--- src/design/pav_ram.sv ---
// Generic simple dual-port RAM: one write port, one read port, registered read.
// No dependencies.
module pav_ram #(
	parameter int WIDTH = 8,
	parameter int DEPTH = 16
) (
	input  logic                     clk,
	input  logic                     we,
	input  logic [$clog2(DEPTH)-1:0] waddr,
	input  logic [WIDTH-1:0]         wdata,
	input  logic [$clog2(DEPTH)-1:0] raddr,
	output logic [WIDTH-1:0]         rdata
);

	logic [WIDTH-1:0] mem [DEPTH];

	always_ff @(posedge clk) begin
		if (we) begin
			mem[waddr] <= wdata;
		end
		rdata <= mem[raddr];
	end

endmodule

--- config.mk ---
export PLATFORM = sky130hd
export DESIGN_NAME = pav_ram
export DESIGN_NICKNAME = d
export VERILOG_FILES = /design/src/design/pav_ram.sv
export SDC_FILE = /design/constraint.sdc
export NUM_CORES = 1
export LEC_CHECK = 0
export ABC_AREA = 1
export BUFFER_PORTS_ARGS = -buffer_cell sky130_fd_sc_hd__clkbuf_2
export CAP_MARGIN = 15
export CORE_MARGIN = 1
export CORE_UTILIZATION = 55
export DETAILED_ROUTE_END_ITERATION = 16
export PLACE_DENSITY_LB_ADDON = 0.2
export RECOVER_POWER = 50
export SLEW_MARGIN = 10
export SYNTH_ARGS = -nofsm -noshare
export SYNTH_HDL_FRONTEND = slang
export SYNTH_SLANG_ARGS = --single-unit
--- constraint.sdc ---
create_clock -name clk -period 2.89 [get_ports clk]
set_clock_uncertainty 0.15 [all_clocks]
set_input_delay 0.4335 -clock clk [delete_from_list [all_inputs] [get_ports clk]]
set_output_delay 0.4335 -clock clk [all_outputs]
set_load 0.02 [all_outputs]
Word level (Yosys, flattened, before mapping)
Memories as Yosys holds them, arrays and structs flattened. A register that Yosys moved wholly into a read port is not among the register bits. Cells that the tools add are included.

Muxes and demuxes: 2.

Operators with widths (count): $mux 1 (2).

Register bits after elaboration: 0. Bits in writable memories: 128. Input port bits: 18. Output and inout port bits: 8. Logic and storage cells: 3. Memories: 1.

Memory list: mem (depth 16, bits a word 8, read ports 1, clocked after memory_dff 1, write ports 1, line 15) `logic [WIDTH-1:0] mem [DEPTH];`.

Logic depth before layout (Yosys ltp)
Gate-level depths: netlist of the first run.

Word-level depth: 2. Mapped depth: 8. Mapped depth without buffers: 7.

Worst setup path before layout of the first run
OpenSTA, ideal clock, no wires.

Path kind: input port to flip-flop. From: in waddr[2]. To: mem mem[10][0], enable pin. Setup time: 0.370 ns. Arrival time: 1.014 ns. Data required time: 2.370 ns. Path slack: 1.356 ns. Stages: 2. Path buffers: 0. Cell sequence: nand3b_1 > nor2_1.

RTL lines: from (decl) (line 9) `input logic [$clog2(DEPTH)-1:0] waddr,`; to (decl) (line 15).

Straight into the memory's write port.

Worst setup path in the final report of the first run
From: reg rdata[4] (read register of mem). To: out rdata[4].

RTL lines: from (decl) (line 12) `output logic [WIDTH-1:0] rdata`.

No word-level cell between the ends.

==> impl_metrics.env, run 1 <==
export IMPL_outcome="complete, no violations"
export IMPL_htreeDepth=4
export IMPL_clk_pin_slew_ns=0.06
export IMPL_worstSetupStartpointType="flop"
export IMPL_final_util=0.6436
export IMPL_drtIter0Drc=288
export IMPL_antennaDiodeCount=0
export IMPL_final_cells=723
export IMPL_globalplace_congestion=0.8873
export IMPL_wirelength_microns=12530
export IMPL_worst_r2r_path_depth=6
export IMPL_worst_setup_path_end_kind="output port"
export IMPL_timing_final_max_slew_violations=0
export IMPL_drc=0
export IMPL_netlist_top_cells_count="nand2_1 (173), edfxtp_1 (128), inv_1 (100), nand3_1 (97), nor2_1 (17)"
export IMPL_ys_ff_latch=136
export IMPL_max_freq_mhz=600.2
export IMPL_grt_total_usage=0.2542
export IMPL_cp_max_fo=1
export IMPL_p_total_mw=4.897
export IMPL_path_class="reg2out"
export IMPL_finalSetupTns_ns=0
export IMPL_grt_max_degree=65
export IMPL_post_cts_buffers=0
export IMPL_route_antenna_remaining_nets=0
export IMPL_yosys_most_used_dff="edfxtp_1"
export IMPL_post_place_cells=691
export IMPL_synth_area_leaders="edfxtp_1 (67%), nand2_1 (11%), nand3_1 (8.4%)"
export IMPL_maxCapViolations=0
export IMPL_core_sq_um=10230
export IMPL_powerDensity_nw_per_um2=743.6
export IMPL_hold_viol=0
export IMPL_syn_area_per_cell_sq_um=10.47
export IMPL_cts_sinks=136
export IMPL_cts_tree="yes"
export IMPL_vias_per_cell=5.239
export IMPL_die_w_microns=104.4
export IMPL_synthCells=551
export IMPL_synth_edf_count=128
export IMPL_die_area_sq_um=10900
export IMPL_clk_latency_ns=0.53
export IMPL_yosysTopAreaCell="edfxtp_1"
export IMPL_antenna_found_initial=0
export IMPL_crit_slowest_cell="dfxtp_1"
export IMPL_r2r_start="mem[1][2]"
export IMPL_cts_root_buffer="clkbuf_8"
export IMPL_timing_rr_end="rdata[2]"
export IMPL_min_path_cells=3
export IMPL_worst_pin_slew_ns=0.9595
export IMPL_grt_ovfl_total=0
export IMPL_wire_per_inst_microns=17.33
export IMPL_path_buf_inv=1
export IMPL_fp_dieH_microns=104.4
export IMPL_crit_chain="clkbuf_2"
export IMPL_critical_path_max_stage_delay_ns=0.37
export IMPL_ios=26
export IMPL_syn_nets=569
export IMPL_portBuffers=25
export IMPL_drt_pass1_iter_count=7
export IMPL_setup_violations_final=0
export IMPL_area_growth_pct=14.19
export IMPL_seq_area_frac_synth=0.6943
export IMPL_cp_data_arrival_time_ns=1.08
export IMPL_drive_gt1_frac=0.08688
export IMPL_r2r_slack_ns=1.66
export IMPL_peakVddDrop_mv=0.4884
export IMPL_synth_distinct_cells=12
export IMPL_cts_buffers_inserted=17
export IMPL_first_global_vias=3648
export IMPL_min_to="rdata[6]"
export IMPL_yosys_cell_count_top_type="nand2_1"
export IMPL_hold_class="in2reg"
export IMPL_start_util=0.5637
export IMPL_yosysTopAreaCellShare=0.6665
export IMPL_min_from="raddr[3]"
export IMPL_vias=3788
export IMPL_final_nets=592
export IMPL_grt_first_pass_wirelength_microns=19990
export IMPL_critPathTopFamily="flip-flops"
export IMPL_synth_area_sq_um=5767
export IMPL_rsz0062_at_grt="false"
export IMPL_layout_min_cycle_time_ns=1.666
export IMPL_post_cts_resized=0
export IMPL_cp_required_ns=2.31
export IMPL_rows=37
export IMPL_synthArstFlopShare=0
export IMPL_cts_hold_buffers_added=0
export IMPL_yosys_warnings=0
export IMPL_slew_headroom=0.3603
export IMPL_dp_hpwl_microns=7594
export IMPL_clockBufferDepth=2
export IMPL_post_route_period_util=0.5765
export IMPL_p_leak_nw=2.827
## final cells by class
type | instances | area [sq um]
Clock buffer | 20 | 445.4
Clock inverter | 12 | 220.2
Fill cell | 783 | 3646
Inverter | 102 | 382.9
Multi-Input combinational cell | 289 | 1214
Sequential cell | 136 | 4004
Tap cell | 136 | 170.2
Timing Repair Buffer | 28 | 148.9
## how the worst max path moves through the flow
stage	start	endpoint	cells after the start
global route	rdata[4]	rdata[4]	1
finish	rdata[4]	rdata[4]	1
floorplan	waddr[2]	mem[10][0]	2
detailed placement	waddr[2]	mem[8][4]	3
global placement	waddr[2]	mem[9][7]	3
CTS	rdata[4]	rdata[4]	1
## registers in the layout, summed over array words and instances, names as in the netlist
register / count
mem: 128
rdata: 8
## stage by stage
stage / area [sq um] / worst slack, ns / hold slack (ns)
5_1_grt: 6585 / 1.191 / 0.1576
6_report: 6585 / 1.224 / 0.1536
3_3_place_gp: 5931 / 0.8691 / 0.5178
4_1_cts: 6596 / 1.202 / 0.1279
3_5_place_dp: 5931 / 0.8236 / 0.5282
2_1_floorplan: 5767 / 1.356 / 0.3824
## power by group
group	internal [mW]	switching, mW	total [mW]
combinational	0.0699	0.201	0.271
sequential	2.21	0.0138	2.22
clock	1.62	0.787	2.41
## layer usage
layer  up-vias  GRT usage  wire [microns]
met3        31    0.06516             796
met1      1778     0.3404            5418
li1       1820          -               -
met2       159     0.3912            5922
met4         0     0.1173             390
met5         -          0               0
## layout by cell type (no fill, tap or decap)
master | synthesis | layout
clkbuf_2 | 0 | 16
nor2_1 | 17 | 17
inv_6 | 0 | 1
inv_2 | 2 | 2
clkinv_2 | 0 | 1
clkbuf_16 | 0 | 16
buf_4 | 4 | 2
clkbuf_1 | 0 | 10
nand2_1 | 173 | 173
bufinv_16 | 0 | 6
dfxtp_1 | 8 | 8
inv_1 | 100 | 100
clkinv_1 | 0 | 1
clkbuf_8 | 0 | 3
clkinvlp_4 | 0 | 3
buf_12 | 0 | 1
nand3b_1 | 2 | 2
nand3_1 | 97 | 97
edfxtp_1 | 128 | 128
## cells by family (layout without fill, tap and decap cells)
| logic type | count (synthesis) | in the layout | synth area share |
|---|---|---|---|
| flops | 136 | 136 | 0.6943 |
| simple gates | 289 | 289 | 0.2105 |
| buf+inv | 126 | 162 | 0.09525 |
(Power assumes the default switching activity.)
==> run 2: changes to the inputs <==
==> constraint.sdc (replaced) <==
create_clock -name clk -period 1.5 [get_ports clk]
set_clock_uncertainty 0.15 [all_clocks]
set_input_delay 0.225 -clock clk [delete_from_list [all_inputs] [get_ports clk]]
set_output_delay 0.225 -clock clk [all_outputs]
set_load 0.02 [all_outputs]
==> impl_metrics.env, run 2 (synthesized netlist as in run 1, its figures left out) <==
export IMPL_final_util=0.6642
export IMPL_clk_pin_slew_ns=0.06
export IMPL_post_place_ws_ns=0.007348
export IMPL_dp_hpwl_microns=8111
export IMPL_cts_buffers_inserted=17
export IMPL_final_cells=747
export IMPL_wirelength_microns=12970
export IMPL_antenna_found_initial=0
export IMPL_grt_max_degree=65
export IMPL_max_freq_mhz=695.3
export IMPL_final_cell_mix="nand2_1 (173), edfxtp_1 (128), inv_1 (100), nand3_1 (97), buf_4 (21)"
export IMPL_p_leak_nw=2.968
export IMPL_hold_class="in2reg"
export IMPL_htreeDepth=4
export IMPL_worst_setup_path_end_kind="output port"
export IMPL_cts_root_buffer="clkbuf_8"
export IMPL_cp_required_ns=1.12
export IMPL_grt_total_usage=0.2586
export IMPL_crit_slowest_cell="dfxtp_1"
export IMPL_worstSetupStartpointType="flop"
export IMPL_rows=37
export IMPL_hold_viol=0
export IMPL_start_util=0.5637
export IMPL_drc=0
export IMPL_final_area_sq_um=6795
export IMPL_post_cts_buffers=0
export IMPL_largest_register_ffs=128
export IMPL_cp_data_arrival_time_ns=1.06
export IMPL_path_buf_inv=1
export IMPL_final_nets=616
export IMPL_portBuffers=25
export IMPL_route_antenna_remaining_nets=0
export IMPL_drive_gt1_frac=0.1162
export IMPL_largest_register="mem"
export IMPL_cts_sinks=136
export IMPL_placed_area_sq_um=6153
export IMPL_timing_final_max_slew_violations=0
export IMPL_largestRegisters="mem: 128 flops, rdata: 8 flops"
export IMPL_post_place_cells=714
export IMPL_critical_path_max_stage_delay_ns=0.36
export IMPL_antennaDiodeCount=0
export IMPL_slew_headroom=0.3736
export IMPL_maxCapViolations=0
export IMPL_powerDensity_nw_per_um2=1373
export IMPL_vias=3912
export IMPL_grt_ovfl_total=0
export IMPL_ios=26
export IMPL_path_class="reg2out"
export IMPL_p_total_mw=9.329
export IMPL_clk_latency_ns=0.52
export IMPL_core_sq_um=10230
export IMPL_layout_min_cycle_time_ns=1.438
export IMPL_n_fill_cell=775
export IMPL_post_route_period_util=0.9588
export IMPL_holdWs_ns=0.04726
export IMPL_globalplace_congestion=0.8471
export IMPL_cp_max_fo=1
export IMPL_area_growth_pct=17.83
export IMPL_wire_per_inst_microns=17.36
export IMPL_grt_first_pass_wirelength_microns=20280
export IMPL_die_area_sq_um=10900
export IMPL_setup_violations_final=0
export IMPL_layout_setup_ws_ns=0.06175
export IMPL_peakVddDrop_mv=0.9951
export IMPL_cts_tree="yes"
export IMPL_finalSetupTns_ns=0
export IMPL_worst_pin_slew_ns=0.9395
export IMPL_crit_chain="clkbuf_2"
export IMPL_drt_pass1_iter_count=5
export IMPL_die_w_microns=104.4
export IMPL_first_global_vias=3764
export IMPL_rsz0062_at_grt="false"
export IMPL_outcome="complete, no violations"
export IMPL_drtIter0Drc=320
export IMPL_critPathTopFamily="flip-flops"
export IMPL_vias_per_cell=5.237
export IMPL_final_common_cell="nand2_1"
export IMPL_fp_dieH_microns=104.4
export IMPL_clockBufferDepth=2
-- run 2: where the power goes --
part           total (mW)  leakage (nW)  switching, mW  internal (mW)
Sequential           4.28          1.22         0.0281           4.25
Clock                4.48         0.317           1.45           3.03
Combinational       0.570          1.43          0.397          0.173
Total                9.33          2.97           1.88           7.45
-- run 2: final timing paths --
path	startpoint	cells after the start	end	slack, ns
worst min register to register	mem[12][2]	6	rdata[2]	0.51
worst max-delay path	rdata[7]	1	rdata[7]	0.06
worst max register to register	mem[3][2]	6	rdata[2]	0.30
worst min-delay path	we	3	mem[1][4]	0.05
-- run 2: worst register-to-register path: cells and delay by family (launching register included) --
family | cells | cell delay (ns)
buffers and inverters | 1 | 0.07
DFF | 1 | 0.36
and+or+nand+nor | 5 | 0.52
-- run 2: final cells by class --
class	instances	area [sq um]	area share
multi-input combinational	289	1214	0.1786
clock buffer	23	476.7	0.07015
tap	136	170.2	0.02504
clock inverter	9	167.7	0.02467
timing repair buffer	52	380.4	0.05597
inverter	102	382.9	0.05634
sequential	136	4004	0.5892
-- run 2: what timing repair did --
item,4_1_cts,5_1_grt
hold buffers,1,0
gates resized for setup,0,2
endpoints found under the hold margin,8,0
endpoints found under the setup margin,0,1
-- run 2: per-layer routing --
layer / part of all wire / vias up / GRT usage
met2: 0.49 / 182 / 0.4026
met1: 0.41 / 1840 / 0.3541
met5: 0 / - / 0
li1: - / 1867 / -
met4: 0.019 / 0 / 0.09694
met3: 0.078 / 23 / 0.06203
==> run 3: changes to the inputs <==
--- a/config.mk
+++ b/config.mk
@@ -11,7 +11,7 @@
 export CORE_MARGIN = 1
 export CORE_UTILIZATION = 55
 export DETAILED_ROUTE_END_ITERATION = 16
-export PLACE_DENSITY_LB_ADDON = 0.2
+export PLACE_DENSITY = 0.75
 export RECOVER_POWER = 50
 export SLEW_MARGIN = 10
 export SYNTH_ARGS = -nofsm -noshare
==> impl_metrics.env, run 3 (synthesized netlist as in run 1, its figures left out) <==
export IMPL_outcome="complete, no violations"
export IMPL_area_growth_pct=18.33
export IMPL_dp_hpwl_microns=7842
export IMPL_largestRegisters="mem: 128 flops, rdata: 8 flops"
export IMPL_slew_headroom=0.3828
export IMPL_regArea_sq_um=4004
export IMPL_post_place_ws_ns=0.006324
export IMPL_post_cts_resized=0
export IMPL_final_cell_mix="nand2_1 (173), edfxtp_1 (128), inv_1 (100), nand3_1 (97), buf_4 (23)"
export IMPL_route_antenna_remaining_nets=0
export IMPL_antenna_found_initial=0
export IMPL_post_place_cells=714
export IMPL_worst_r2r_path_depth=6
export IMPL_maxCapViolations=0
export IMPL_min_path_cells=5
export IMPL_p_int_mw=7.874
export IMPL_post_route_period_util=0.9640
export IMPL_largest_register="mem"
export IMPL_ios=26
export IMPL_cp_data_arrival_time_ns=1.07
export IMPL_grt_max_degree=65
export IMPL_final_nets=616
export IMPL_max_freq_mhz=691.6
export IMPL_min_to="rdata[4]"
export IMPL_cp_required_ns=1.12
export IMPL_n_fill_cell=788
export IMPL_wire_per_inst_microns=16.84
export IMPL_layout_setup_ws_ns=0.05397
export IMPL_setup_violations_final=0
export IMPL_critPathTopFamily="flip-flops"
export IMPL_die_w_microns=104.4
export IMPL_r2r_start="mem[7][0]"
export IMPL_combPwrFrac=0.056
export IMPL_clk_pin_slew_ns=0.06
export IMPL_grt_first_pass_wirelength_microns=19910
export IMPL_multi_input_area_sq_um=1214
export IMPL_wirelength_microns=12580
export IMPL_cts_buffers_inserted=17
export IMPL_core_sq_um=10230
export IMPL_cts_sinks=136
export IMPL_powerDensity_nw_per_um2=1435
export IMPL_finalSetupTns_ns=0
export IMPL_peakVddDrop_mv=0.8600
export IMPL_drtIter0Drc=242
export IMPL_rows=37
export IMPL_min_from="raddr[2]"
export IMPL_grt_total_usage=0.2536
export IMPL_drt_pass1_iter_count=5
export IMPL_swShare=0.1960
export IMPL_timing_rr_end="rdata[0]"
export IMPL_timing_final_max_slew_violations=0
export IMPL_cts_tree="yes"
export IMPL_grt_ovfl_total=0
export IMPL_globalplace_congestion=0.8421
export IMPL_seq_power_share=0.437
export IMPL_rsz0062_at_grt="false"
export IMPL_path_buf_inv=1
export IMPL_htreeDepth=4
export IMPL_vias=3898
export IMPL_vias_per_cell=5.218
export IMPL_clk_latency_ns=0.53
export IMPL_p_leak_nw=2.986
export IMPL_cts_root_buffer="clkbuf_8"
export IMPL_hold_viol=0
export IMPL_crit_chain="clkbuf_2"
export IMPL_worst_setup_path_end_kind="output port"
export IMPL_switching_power_mw=1.920
export IMPL_final_cells=747
export IMPL_die_area_sq_um=10900
export IMPL_worst_pin_slew_ns=0.9259
export IMPL_portBuffers=25
export IMPL_drc=0
export IMPL_layout_min_cycle_time_ns=1.446
export IMPL_r2r_slack_ns=0.29
export IMPL_hold_class="in2reg"
export IMPL_clockBufferDepth=2
export IMPL_worstSetupStartpointType="flop"
export IMPL_final_util=0.6670
export IMPL_fp_dieH_microns=104.4
export IMPL_antennaDiodeCount=0
export IMPL_p_total_mw=9.794
export IMPL_start_util=0.5637
export IMPL_crit_slowest_cell="dfxtp_1"
export IMPL_largest_register_ffs=128
export IMPL_critical_path_max_stage_delay_ns=0.36
export IMPL_drive_gt1_frac=0.1211
export IMPL_p_clk_frac=0.507
export IMPL_cp_max_fo=1
export IMPL_path_class="reg2out"
export IMPL_first_global_vias=3908
export IMPL_final_common_cell="nand2_1"
==> run 3: cell types whose count changed in the layout (fill, tap and decap cells not counted), sizes merged <==
| cell | change |
|---|---|
| bufinv | +3 |
| clkbuf | -2 |
| buf | -1 |
| clkinv | -1 |
| inv | +1 |
==> run 3: timing repair <==
item | in CTS | in global routing
endpoints found under the hold margin | 8 | 0
hold buffers | 1 | 0
buffers inserted | 0 | 0
==> run 3: layout make-up <==
| cell class | count | area share |
|---|---|---|
| Tap cell | 136 | 0.02494 |
| Inverter | 102 | 0.05611 |
| Multi-Input combinational cell | 289 | 0.1779 |
| Sequential cell | 136 | 0.5867 |
| Timing Repair Buffer | 52 | 0.04987 |
| Clock buffer | 20 | 0.06527 |
| Clock inverter | 12 | 0.03924 |
==> run 3: metrics by stage <==
stage	cell area (sq um)	hold slack (ns)
after floorplan	5767	0.1739
after global placement	6116	0.4637
after detailed placement	6116	0.4666
after CTS	6839	0.03529
after global routing	6824	0.07355
final	6824	0.08304
==> run 3: worst max path at each step <==
stage,to,start,cells after the start,slack [ns]
finish,rdata[6],rdata[6],1,0.05
global placement,rdata[4],raddr[0],7,0.07
detailed placement,rdata[4],raddr[0],7,0.006
CTS,rdata[6],rdata[6],1,0.02
global route,rdata[6],rdata[6],1,0.009
floorplan,mem[10][0],waddr[2],2,0.17
==> run 3: power by group through the flow <==
stage	registers [mW]	logic [mW]	clock network [mW]
after floorplan	4.38	0.300	0
after global placement	4.35	0.536	0
after detailed placement	4.35	0.549	0
after CTS	4.28	0.557	5.02
after global routing	4.28	0.608	5.16
final	4.28	0.549	4.97
==> run 3: metal layers <==
| metal | GRT usage | wire, microns |
|---|---|---|
| met2 | 0.4149 | 6388 |
| met1 | 0.3144 | 5036 |
| met5 | 0 | 0 |
| met4 | 0.1469 | 395 |
| met3 | 0.05138 | 755 |
